## src/design/bvp_pkg.sv

```systemverilog
// ----------------------------------------------------------------------------
// bvp_pkg: shared types and constants for the battery charge converter
// Voltage table, per-segment reciprocals and the stage payload structs.
// ----------------------------------------------------------------------------
package bvp_pkg;

  localparam int unsigned NumPoints = 11;
  localparam int unsigned NumSegs   = NumPoints - 1;
  localparam int unsigned RecipShift = 25;

  localparam logic [9:0] ChargeMax = 10'd999;

  localparam logic [15:0] VOLT_TABLE [NumPoints] = '{
    16'd3220, 16'd3680, 16'd3740, 16'd3770, 16'd3790, 16'd3820,
    16'd3870, 16'd3920, 16'd3980, 16'd4060, 16'd4200
  };

  localparam int unsigned SEG_W [NumSegs] = '{
    460, 60, 30, 20, 30, 50, 50, 60, 80, 140
  };

  // ceil(2^25 / width): exact floor division for any numerator below 2^16.
  localparam logic [20:0] SEG_RECIP [NumSegs] = '{
    21'(((64'd1 << RecipShift) + SEG_W[0] - 1) / SEG_W[0]),
    21'(((64'd1 << RecipShift) + SEG_W[1] - 1) / SEG_W[1]),
    21'(((64'd1 << RecipShift) + SEG_W[2] - 1) / SEG_W[2]),
    21'(((64'd1 << RecipShift) + SEG_W[3] - 1) / SEG_W[3]),
    21'(((64'd1 << RecipShift) + SEG_W[4] - 1) / SEG_W[4]),
    21'(((64'd1 << RecipShift) + SEG_W[5] - 1) / SEG_W[5]),
    21'(((64'd1 << RecipShift) + SEG_W[6] - 1) / SEG_W[6]),
    21'(((64'd1 << RecipShift) + SEG_W[7] - 1) / SEG_W[7]),
    21'(((64'd1 << RecipShift) + SEG_W[8] - 1) / SEG_W[8]),
    21'(((64'd1 << RecipShift) + SEG_W[9] - 1) / SEG_W[9])
  };

  typedef struct packed {
    logic [3:0] seg;
    logic [8:0] off;
    logic       below;
    logic       above;
  } seg_t;

  typedef struct packed {
    logic [3:0] seg;
    logic [6:0] quo;
    logic       below;
    logic       above;
  } quo_t;

endpackage

```

## src/design/bvp_seg.sv

```systemverilog
// ----------------------------------------------------------------------------
// bvp_seg: segment search stage
// Finds the table segment of the voltage and its offset from the segment start.
// ----------------------------------------------------------------------------
module bvp_seg (
  input  logic          clk_i,
  input  logic          rst_ni,
  input  logic          in_valid_i,
  output logic          in_ready_o,
  input  logic [15:0]   voltage_mv_i,
  output logic          out_valid_o,
  input  logic          out_ready_i,
  output bvp_pkg::seg_t out_data_o
);
  import bvp_pkg::*;

  logic       valid_q;
  seg_t       data_q, data_d;
  logic [8:0] ge;
  logic [3:0] seg;
  logic [15:0] diff;

  always_comb begin
    for (int i = 0; i < NumSegs - 1; i++) begin
      ge[i] = (voltage_mv_i >= VOLT_TABLE[i + 1]);
    end
    // The table is ascending, so the count of passed points is the segment.
    seg  = 4'($countones(ge));
    diff = voltage_mv_i - VOLT_TABLE[seg];
    data_d.below = (voltage_mv_i < VOLT_TABLE[0]);
    data_d.above = (voltage_mv_i >= VOLT_TABLE[NumPoints - 1]);
    data_d.seg   = seg;
    data_d.off   = (data_d.below || data_d.above) ? 9'd0 : diff[8:0];
  end

  assign in_ready_o  = !valid_q || out_ready_i;
  assign out_valid_o = valid_q;
  assign out_data_o  = data_q;

  always_ff @(posedge clk_i or negedge rst_ni) begin
    if (!rst_ni) begin
      valid_q <= 1'b0;
    end else if (in_ready_o) begin
      valid_q <= in_valid_i;
    end
  end

  always_ff @(posedge clk_i) begin
    if (in_ready_o && in_valid_i) begin
      data_q <= data_d;
    end
  end

endmodule

```

## src/design/bvp_div.sv

```systemverilog
// ----------------------------------------------------------------------------
// bvp_div: scaled division by the segment width
// Two stages: scale the offset by 100 and fetch the reciprocal, then multiply.
// ----------------------------------------------------------------------------
module bvp_div (
  input  logic          clk_i,
  input  logic          rst_ni,
  input  logic          in_valid_i,
  output logic          in_ready_o,
  input  bvp_pkg::seg_t in_data_i,
  output logic          out_valid_o,
  input  logic          out_ready_i,
  output bvp_pkg::quo_t out_data_o
);
  import bvp_pkg::*;

  logic        mul_valid_q;
  logic        mul_ready;
  logic [3:0]  mul_seg_q;
  logic        mul_below_q, mul_above_q;
  logic [15:0] num_q, num_d;
  logic [20:0] recip_q;

  logic        quo_valid_q;
  quo_t        quo_q;
  logic [36:0] prod;

  assign num_d = 16'(in_data_i.off) * 16'd100;

  assign mul_ready  = !quo_valid_q || out_ready_i;
  assign in_ready_o = !mul_valid_q || mul_ready;

  always_ff @(posedge clk_i or negedge rst_ni) begin
    if (!rst_ni) begin
      mul_valid_q <= 1'b0;
      quo_valid_q <= 1'b0;
    end else begin
      if (in_ready_o) begin
        mul_valid_q <= in_valid_i;
      end
      if (mul_ready) begin
        quo_valid_q <= mul_valid_q;
      end
    end
  end

  always_ff @(posedge clk_i) begin
    if (in_ready_o && in_valid_i) begin
      mul_seg_q   <= in_data_i.seg;
      mul_below_q <= in_data_i.below;
      mul_above_q <= in_data_i.above;
      num_q       <= num_d;
      recip_q     <= (in_data_i.seg < 4'(NumSegs)) ? SEG_RECIP[in_data_i.seg] : 21'd0;
    end
  end

  assign prod = 37'(num_q) * 37'(recip_q);

  always_ff @(posedge clk_i) begin
    if (mul_ready && mul_valid_q) begin
      quo_q.seg   <= mul_seg_q;
      quo_q.below <= mul_below_q;
      quo_q.above <= mul_above_q;
      // The quotient stays below 100, so the upper product bits are zero.
      quo_q.quo   <= prod[RecipShift +: 7];
    end
  end

  assign out_valid_o = quo_valid_q;
  assign out_data_o  = quo_q;

endmodule

```

## src/design/bvp_out.sv

```systemverilog
// ----------------------------------------------------------------------------
// bvp_out: charge assembly and gauge stage
// Adds the segment base, applies the table limits and derives the icon level.
// ----------------------------------------------------------------------------
module bvp_out (
  input  logic          clk_i,
  input  logic          rst_ni,
  input  logic          in_valid_i,
  output logic          in_ready_o,
  input  bvp_pkg::quo_t in_data_i,
  output logic          out_valid_o,
  input  logic          out_ready_i,
  output logic [9:0]    charge_tenths_o,
  output logic [2:0]    gauge_level_o
);
  import bvp_pkg::*;

  logic       valid_q;
  logic [9:0] charge_q, charge_d, interp;
  logic [2:0] level_q, level_d;

  always_comb begin
    interp = 10'(in_data_i.seg) * 10'd100 + 10'(in_data_i.quo);
    if (in_data_i.below) begin
      charge_d = 10'd0;
    end else if (in_data_i.above || interp > ChargeMax) begin
      charge_d = ChargeMax;
    end else begin
      charge_d = interp;
    end
    if (charge_d >= 10'd900) begin
      level_d = 3'd5;
    end else if (charge_d >= 10'd700) begin
      level_d = 3'd4;
    end else if (charge_d >= 10'd500) begin
      level_d = 3'd3;
    end else if (charge_d >= 10'd300) begin
      level_d = 3'd2;
    end else if (charge_d >= 10'd100) begin
      level_d = 3'd1;
    end else begin
      level_d = 3'd0;
    end
  end

  assign in_ready_o      = !valid_q || out_ready_i;
  assign out_valid_o     = valid_q;
  assign charge_tenths_o = charge_q;
  assign gauge_level_o   = level_q;

  always_ff @(posedge clk_i or negedge rst_ni) begin
    if (!rst_ni) begin
      valid_q <= 1'b0;
    end else if (in_ready_o) begin
      valid_q <= in_valid_i;
    end
  end

  always_ff @(posedge clk_i) begin
    if (in_ready_o && in_valid_i) begin
      charge_q <= charge_d;
      level_q  <= level_d;
    end
  end

`ifndef ASSERT_OFF
  a_charge_cap: assert property (@(posedge clk_i) disable iff (!rst_ni)
    valid_q |-> charge_q <= ChargeMax)
    else $error("charge above cap");
  a_level_full: assert property (@(posedge clk_i) disable iff (!rst_ni)
    (valid_q && charge_q >= 10'd900) |-> level_q == 3'd5)
    else $error("full charge without full gauge");
  a_level_empty: assert property (@(posedge clk_i) disable iff (!rst_ni)
    (valid_q && charge_q < 10'd100) |-> level_q == 3'd0)
    else $error("low charge without empty gauge");
  a_stall_hold: assert property (@(posedge clk_i) disable iff (!rst_ni)
    (valid_q && !out_ready_i) |=> (valid_q && $stable(charge_q) && $stable(level_q)))
    else $error("result changed under stall");
`endif

endmodule

```

## src/design/battery_voltage_to_percent.sv

```systemverilog
// ----------------------------------------------------------------------------
// battery_voltage_to_percent: battery voltage to state of charge
// Piecewise linear interpolation over an 11-point voltage table.
// ----------------------------------------------------------------------------
// Usage:
//   The input channel carries one item per voltage sample in millivolts
//   (voltage_mv_i, qualified by in_valid_i / in_ready_o). The output channel
//   returns one item per sample: the charge in tenths of a percent (0..999)
//   and a gauge level 0..5 (out_valid_o / out_ready_i).
//   The block is a four-stage pipeline: segment search, scaling with the
//   reciprocal lookup, the reciprocal multiply, and charge/gauge assembly.
//   One item is accepted every cycle until a receiver stall fills the
//   pipeline; the 16 x 21 bit reciprocal multiply sets the stage depth.
//   Every stage has its own valid bit and loads whenever it is
//   empty or its successor moves, so bubbles are squeezed out.
//   Reset clears all valid bits; the data registers are not reset.
//   While the receiver stalls, the result holds steady and the earlier
//   stages keep filling until the pipeline is full, then in_ready_o drops.
module battery_voltage_to_percent (
  input  logic        clk_i,
  input  logic        rst_ni,
  input  logic        in_valid_i,
  output logic        in_ready_o,
  input  logic [15:0] voltage_mv_i,
  output logic        out_valid_o,
  input  logic        out_ready_i,
  output logic [9:0]  charge_tenths_o,
  output logic [2:0]  gauge_level_o
);
  import bvp_pkg::*;

  logic seg_valid, seg_ready;
  seg_t seg_data;
  logic quo_valid, quo_ready;
  quo_t quo_data;

  bvp_seg u_seg (
    .clk_i        (clk_i),
    .rst_ni       (rst_ni),
    .in_valid_i   (in_valid_i),
    .in_ready_o   (in_ready_o),
    .voltage_mv_i (voltage_mv_i),
    .out_valid_o  (seg_valid),
    .out_ready_i  (seg_ready),
    .out_data_o   (seg_data)
  );

  bvp_div u_div (
    .clk_i       (clk_i),
    .rst_ni      (rst_ni),
    .in_valid_i  (seg_valid),
    .in_ready_o  (seg_ready),
    .in_data_i   (seg_data),
    .out_valid_o (quo_valid),
    .out_ready_i (quo_ready),
    .out_data_o  (quo_data)
  );

  bvp_out u_out (
    .clk_i           (clk_i),
    .rst_ni          (rst_ni),
    .in_valid_i      (quo_valid),
    .in_ready_o      (quo_ready),
    .in_data_i       (quo_data),
    .out_valid_o     (out_valid_o),
    .out_ready_i     (out_ready_i),
    .charge_tenths_o (charge_tenths_o),
    .gauge_level_o   (gauge_level_o)
  );

endmodule

```

## config.mk

```make
export PLATFORM = sky130hd
export DESIGN_NAME = battery_voltage_to_percent
export DESIGN_NICKNAME = d
export VERILOG_FILES = /design/src/design/bvp_pkg.sv /design/src/design/bvp_seg.sv /design/src/design/bvp_div.sv /design/src/design/bvp_out.sv /design/src/design/battery_voltage_to_percent.sv
export SDC_FILE = /design/constraint.sdc
export NUM_CORES = 1
export LEC_CHECK = 0
export BUFFER_PORTS_ARGS = -buffer_cell sky130_fd_sc_hd__buf_2
export CAP_MARGIN = 20
export CORE_UTILIZATION = 60
export DETAILED_ROUTE_END_ITERATION = 7
export GPL_TIMING_DRIVEN = 1
export PLACE_DENSITY = 0.77
export SYNTH_ARGS = -nofsm -noshare
export SYNTH_HDL_FRONTEND = slang
export SYNTH_SLANG_ARGS = --single-unit
```

## constraint.sdc

```tcl
create_clock -name clk_i -period 7.1 [get_ports clk_i]
set_clock_uncertainty 0.2 [all_clocks]
set_input_delay 0 -clock clk_i [delete_from_list [all_inputs] [get_ports clk_i]]
set_output_delay 0 -clock clk_i [all_outputs]
set_load 0.02 [all_outputs]
```

==> results of run 1 <==
## logic make-up (layout without fill, tap and decap cells)
group,after synthesis,after routing,share of synthesized area
xor gates and xnor gates,38,38,0.0254
AOI/OAI and AO/OA,147,147,0.0752
buffers and inverters,376,408,0.108
and+or+nand+nor,351,351,0.132
muxes,2,2,0.00153
adders and majority gates,361,361,0.475
DFF,80,80,0.182
## per-stage QoR
| stage | cells | setup slack [ps] | utilization | hold WS (ps) | area (um^2) |
|---|---|---|---|---|---|
| floorplan | 1355 | 1180 | - | -496 | 13100 |
| global placement | 1631 | 645 | 0.637 | -393 | 13500 |
| detailed placement | 1631 | 593 | 0.637 | -390 | 13500 |
| CTS | 1660 | 579 | 0.657 | 48.9 | 14000 |
| global route | 1662 | 247 | 0.658 | 97.9 | 14000 |
| finish | 1662 | 530 | 0.658 | 53.3 | 14000 |
## routing by layer
| metal | vias to the layer above | track usage | wire [um] |
|---|---|---|---|
| li1 | 4256 | - | - |
| met1 | 4577 | 0.395 | 12500 |
| met2 | 394 | 0.485 | 14800 |
| met3 | 67 | 0.0732 | 2830 |
| met4 | 0 | 0.0909 | 861 |
| met5 | - | 0 | 0 |
## synth_stat cells (all sizes together), types with 3 or more instances
cell type  number
o21bai          5
nand2b          9
ha            133
buf             6
nand3          16
a211oi          8
a2111oi         3
xor2           11
xnor2          27
nand4          10
and2          100
inv           334
a21o           14
nand2         134
a21oi          43
nor2           44
o21a            6
a21boi          5
fa            228
nor2b           8
and3            7
o2111ai         3
nor3           11
o31ai           3
nor4            3
or2             3
a31oi           3
clkbuf         36
o22ai           3
edfxtp         76
o211ai          3
dfrtp           4
o21ai          33
## state kept, by name, indices dropped and copies added (netlist names)
register and flops:
u_seg.out_data_o 15, u_div.num_q 14, u_out.out_valid_o 1, u_div.mul_valid_q 1
u_seg.out_valid_o 1, u_out.gauge_level_o 3, u_div.mul_seg_q 4, u_div.mul_below_q 1
u_div.mul_above_q 1, u_div.out_data_o 13, u_div.out_valid_o 1, u_div.recip_q 15
u_out.charge_tenths_o 10
## worst reg2reg max path, delay by kind of cell, from the launching register on
family,cells,cell delay [ps]
buffers and inverters,3,160
AOI/OAI and AO/OA,3,700
adders and majority gates,7,3370
xor gates and xnor gates,1,160
and+or+nand+nor,3,930
DFF,1,780
## cell type report
cell class / instances / area (um^2)
tap: 275 / 344
sequential: 80 / 2380
inverter: 334 / 1250
fill: 1685 / 7260
clock inverter: 7 / 77.6
timing repair buffer: 58 / 380
clock buffer: 9 / 225
multi-input combinational: 899 / 9300
## path summary, 6_finish.rpt
check	from	to	slack, ps	depth (start not counted)
max	u_div.num_q[7]$_DFFE_PP_	u_div.out_data_o[7]$_DFFE_PP_	530	17
min	voltage_mv_i[3]	u_seg.out_data_o[5]$_SDFFCE_PP0P_	50	4
max reg2reg	u_div.num_q[7]$_DFFE_PP_	u_div.out_data_o[7]$_DFFE_PP_	530	17
min reg2reg	u_seg.out_data_o[1]$_DFFE_PP_	u_div.mul_below_q$_DFFE_PP_	230	0
max in group asynchronous	rst_ni	u_out.out_valid_o$_DFFE_PN0P_	6160	3
min in group asynchronous	rst_ni	u_div.mul_valid_q$_DFFE_PN0P_	360	3
==> PnR_summary.wiki, run 1 <==
{| class="wikitable"
! Metric !! Value
|-
| Outcome || finished clean
|-
| Remaining antenna violation count || 0
|-
| Synth top area cells || sky130_fd_sc_hd__fa_1 35%, sky130_fd_sc_hd__edfxtp_1 17%, sky130_fd_sc_hd__ha_1 13%, sky130_fd_sc_hd__inv_1 9.6%, sky130_fd_sc_hd__and2_1 4.8%
|-
| Drt total wl || 31000 um
|-
| H-tree depth || 3
|-
| CP cell instances || nand2_1 -> fa_1 -> fa_1 -> inv_1 -> fa_1 -> fa_1 -> fa_1 -> inv_1 -> fa_1 -> inv_1 -> ha_1 -> or4_1 -> nor2_1 -> o21ai_0 -> a41oi_1 -> a21oi_1 -> xor2_1
|-
| Max-slew violation count || 0
|-
| CP delay by family, top || adder cells
|-
| Post-CTS Setup Repair Bufs || 0
|-
| Clock latency at the later pin of the worst-skew pair || ~350 ps
|-
| Die Height || roughly 150 um
|-
| Max-cap violations || 0
|-
| Buffering stage count on the worst path with inverters included || 3
|-
| Relative slew slack || 0.525
|-
| Worst path most repeated cell || sky130_fd_sc_hd__fa_1
|-
| Slowest stage cell on the critical path || sky130_fd_sc_hd__edfxtp_1
|-
| CTS hold repair buffers || 13
|-
| Average via count per standard cell || approximately 5.6
|-
| Unrepaired setup endpoints after global routing || no
|-
| Row count || 53
|-
| Final setup fails || 0
|-
| DIE AREA || approximately 22000 um^2
|-
| Starting Density || 0.617
|-
| Average footprint of a synthesized cell || slightly below 10 um^2
|-
| Mean routed wirelength per cell || between 15 and 20 um
|-
| Share of cells above drive strength 1 || 0.0526
|-
| Aggregate global routing overflow || 0
|-
| Synth top area share || 0.348
|-
| Startpoint-to-endpoint class of the critical path || reg -> reg
|-
| Relative area change from synthesis to final layout || 6.60%
|-
| Arrival time worst endpoint || 6460 ps
|-
| Crit share post-route || 0.925
|-
| Worst Setup Start Kind || flip-flop
|-
| Path type of the worst min-delay path || in -> reg
|-
| Post-route minimum period || between 6000 and 7000 ps
|-
| Register bit total from synthesis || 80
|-
| Share of synthesized flip-flops with an asynchronous set or reset || 0.0500
|-
| Via count of the first global-routing pass || ~9700
|-
| Net total in the final layout || between 1500 and 2000
|-
| Core area || around 21000 um^2
|-
| Number of endpoints with negative hold slack in the final report || 0
|-
| Routability-driven placement congestion ratio || around 0.94
|-
| CTS root buf || sky130_fd_sc_hd__clkbuf_16
|-
| Net Count, Synth || between 1500 and 2000
|-
| Number of instances in the synthesized netlist || 1355
|-
| Pin count of the biggest net entering global routing || 36
|-
| First-pass GRT wire length || roughly 50000 um
|-
| Number of DRC markers after the initial detailed-route iteration || 644
|-
| YS warnings || 0
|-
| Clock tree from TritonCTS || done
|-
| Most frequent cells in the layout || 334 x sky130_fd_sc_hd__inv_1, 228 x sky130_fd_sc_hd__fa_1, 134 x sky130_fd_sc_hd__nand2_1
|-
| Clock transition at the registers of the reported paths || around 60 ps
|-
| Sequential area share after synthesis || 0.182
|-
| Cts repair resizes || 0
|-
| Post-Syn Area || approximately 13000 um^2
|-
| Worst-path maximum fanout || 15
|-
| DP HPWL || 25100 um
|-
| Number of antenna violations at the first check in global routing || 1
|-
| Kind of end point of the critical path || flip-flop
|-
| Iteration count of the initial detailed-routing pass || 6
|-
| Leading cell type in the layout, fill and taps excluded || sky130_fd_sc_hd__inv_1
|-
| Cell type with the largest total area after synthesis || sky130_fd_sc_hd__fa_1
|-
| Number of different library cells in the post-synthesis netlist || 62
|-
| Data required, critical path || approximately 7000 ps
|-
| Count of port buffers added during placement || 34
|-
| Die width || around 150 um
|-
| Top achievable clock speed || approximately 150 MHz
|-
| Number of top-level pins || 35
|-
| Count of flip-flops with a built-in enable after synthesis || 76
|-
| Most instantiated flip-flop cell in the synthesis netlist || sky130_fd_sc_hd__edfxtp_1
|-
| Measured slew at the worst slew-check pin || ~700 ps
|-
| Post-detailed-route DRC marker count || 0
|-
| Vias || between 9000 and 10000
|-
| Final TNS setup || 0 ps
|-
| Number of sinks driven by the clock tree || 80
|-
| Number of buffers between clock root and the deepest sink || 2
|-
| Maximum cell stage delay along the critical path || around 800 ps
|-
| Count of inserted antenna diode cells || 0
|-
| Gr usage total || 0.298
|-
| Num CTS Buffers || 9
|}
Power of run 1 is left out: the tool's default activity adds up to more than one toggle a clock period on the data nets, which glitch-free logic cannot reach.
==> inputs of run 2 (changes only) <==
--- a/config.mk
+++ b/config.mk
@@ -11,6 +11,7 @@
 export DETAILED_ROUTE_END_ITERATION = 7
 export GPL_TIMING_DRIVEN = 1
 export PLACE_DENSITY = 0.77
+export REMOVE_ABC_BUFFERS = 1
 export SYNTH_ARGS = -nofsm -noshare
 export SYNTH_HDL_FRONTEND = slang
 export SYNTH_SLANG_ARGS = --single-unit
==> run 2 against run 1 <==
First-iteration DRC count shrank 2.0%. Non-clock buffer count is the same. Worst hold slack lost 3.8 ps. Global-route usage is 0.95 points lower. Cell area shrank 0.17%. Sequential cell count did not move. Fmax shrank 1.8%. Final cell count is the same. Critical path depth up 3. Via count decreased by 0.59%. Core utilization shrank 0.11 points.
==> PnR_summary.wiki, run 2 (same netlist as run 1, synthesis figures left out) <==
{| class="wikitable"
! Metric !! Value
|-
| Remaining antenna violation count || 0
|-
| Share of cells above drive strength 1 || 0.0526
|-
| Count of port buffers added during placement || 34
|-
| Relative slew slack || 0.526
|-
| Worst Setup Start Kind || flip-flop
|-
| Clock transition at the registers of the reported paths || about 70 ps
|-
| Core area || around 21000 um^2
|-
| CP cell instances || and2_1 -> fa_1 -> inv_1 -> fa_1 -> inv_1 -> fa_1 -> inv_1 -> fa_1 -> inv_1 -> fa_1 -> inv_1 -> fa_1 -> inv_1 -> ha_1 -> a21o_1 -> a221oi_1 -> o21ai_0 -> a41oi_1 -> a21oi_1 -> xnor2_1
|-
| Final TNS setup || 0 ps
|-
| Post-detailed-route DRC marker count || 0
|-
| Placed cell count || 1631
|-
| First-pass GRT wire length || 48600 um
|-
| Clock tree from TritonCTS || done
|-
| Data required, critical path || ~7000 ps
|-
| Vias || approximately 9200
|-
| Num CTS Buffers || 9
|-
| Drt total wl || ~30000 um
|-
| H-tree depth || 3
|-
| Arrival time worst endpoint || between 6000 and 7000 ps
|-
| Slowest stage cell on the critical path || sky130_fd_sc_hd__edfxtp_1
|-
| Kind of end point of the critical path || flip-flop
|-
| Number of cells on the critical path || 20
|-
| Crit share post-route || 0.942
|-
| Outcome || finished clean
|-
| Number of antenna violations at the first check in global routing || 0
|-
| Count of inserted antenna diode cells || 0
|-
| Post-route cell area || 13900 um^2
|-
| Via count of the first global-routing pass || 9580
|-
| DP HPWL || roughly 25000 um
|-
| Max-cap violations || 0
|-
| Number of buffers between clock root and the deepest sink || 2
|-
| Gr usage total || 0.289
|-
| Most frequent cells in the layout || 334 x sky130_fd_sc_hd__inv_1, 228 x sky130_fd_sc_hd__fa_1, 134 x sky130_fd_sc_hd__nand2_1
|-
| Max-slew violation count || 0
|-
| Path type of the worst min-delay path || in -> reg
|-
| Filler Cells Inserted || about 1700
|-
| Starting Density || 0.617
|-
| Average via count per standard cell || about 5.6
|-
| Relative area change from synthesis to final layout || 6.42%
|-
| Die width || ~150 um
|-
| Row count || between 50 and 60
|-
| CP delay by family, top || adder cells
|-
| Routability-driven placement congestion ratio || 0.964
|-
| Cells on Worst Hold Path || 4
|-
| Buffering stage count on the worst path with inverters included || 6
|-
| Die Height || around 150 um
|-
| R2R depth || 20
|-
| Unrepaired setup endpoints after global routing || no
|-
| CTS root buf || sky130_fd_sc_hd__clkbuf_16
|-
| Startpoint-to-endpoint class of the critical path || reg -> reg
|-
| Iteration count of the initial detailed-routing pass || 5
|-
| Number of non-filler instances in the completed layout || 1662
|-
| DP Area || between 10000 and 15000 um^2
|-
| Aggregate global routing overflow || 0
|-
| Number of endpoints with negative hold slack in the final report || 0
|-
| Final setup fails || 0
|-
| Leading cell type in the layout, fill and taps excluded || sky130_fd_sc_hd__inv_1
|-
| Post-route minimum period || ~6700 ps
|-
| Pin count of the biggest net entering global routing || 36
|-
| Number of top-level pins || 35
|-
| DIE AREA || between 20000 and 25000 um^2
|-
| Mean routed wirelength per cell || roughly 18 um
|-
| Worst-path maximum fanout || 14
|-
| Net total in the final layout || 1763
|-
| Measured slew at the worst slew-check pin || about 710 ps
|-
| Number of sinks driven by the clock tree || 80
|-
| Number of DRC markers after the initial detailed-route iteration || 631
|-
| Maximum cell stage delay along the critical path || ~650 ps
|-
| Clock latency at the later pin of the worst-skew pair || 350 ps
|-
| Top achievable clock speed || ~150 MHz
|}
==> run 2: what timing repair did <==
| item | 4_1_cts | 5_1_grt |
|---|---|---|
| resized for setup | 0 | 0 |
| hold buffers | 13 | 0 |
| buffers inserted | 0 | 0 |
| hold endpoints to repair | 12 | 0 |
==> run 2: path summary, 6_finish.rpt <==
path | startpoint | to | slack [ps]
worst max-delay path | u_div.recip_q[10]$_SDFFCE_PP0P_ | u_div.out_data_o[8]$_DFFE_PP_ | 410
worst min-delay path | voltage_mv_i[2] | u_seg.out_data_o[4]$_SDFFCE_PP0P_ | 50
worst max register to register | u_div.recip_q[10]$_SDFFCE_PP0P_ | u_div.out_data_o[8]$_DFFE_PP_ | 410
worst min register to register | u_seg.out_data_o[1]$_DFFE_PP_ | u_div.mul_below_q$_DFFE_PP_ | 220
max in group asynchronous | rst_ni | u_seg.out_valid_o$_DFFE_PN0N_ | 6110
min in group asynchronous | rst_ni | u_div.mul_valid_q$_DFFE_PN0P_ | 390
==> run 2: layout make-up <==
class	instances	area, um^2	area share
timing repair buffer	58	380	0.0273
multi-input combinational	899	9300	0.667
sequential	80	2380	0.171
clock inverter	7	53.8	0.00386
tap	275	344	0.0247
clock buffer	9	225	0.0162
inverter	334	1250	0.0899
==> run 2: per-stage QoR <==
step	hold WS, ps	worst slack, ps	util
after floorplan	-496	1240	-
after global placement	-391	575	0.637
after detailed placement	-387	508	0.637
after CTS	35.1	493	0.656
after global routing	71.6	195	0.657
final	49.6	409	0.657
==> run 2: tightest hold or removal path: cells and delay by family <==
kind / cells / cell delay, ps
fa+ha+maj: 1 / 180
buf+inv: 2 / 210
simple gates: 1 / 90
==> run 2: metal layers <==
layer  wire [um]  up-vias  GRT usage
li1            -     4261          -
met1       12100     4550      0.382
met2       14500      371      0.475
met3        2580       57     0.0689
met4         687        0     0.0793
met5           0        -          0
Power of run 2 is left out for the same reason.
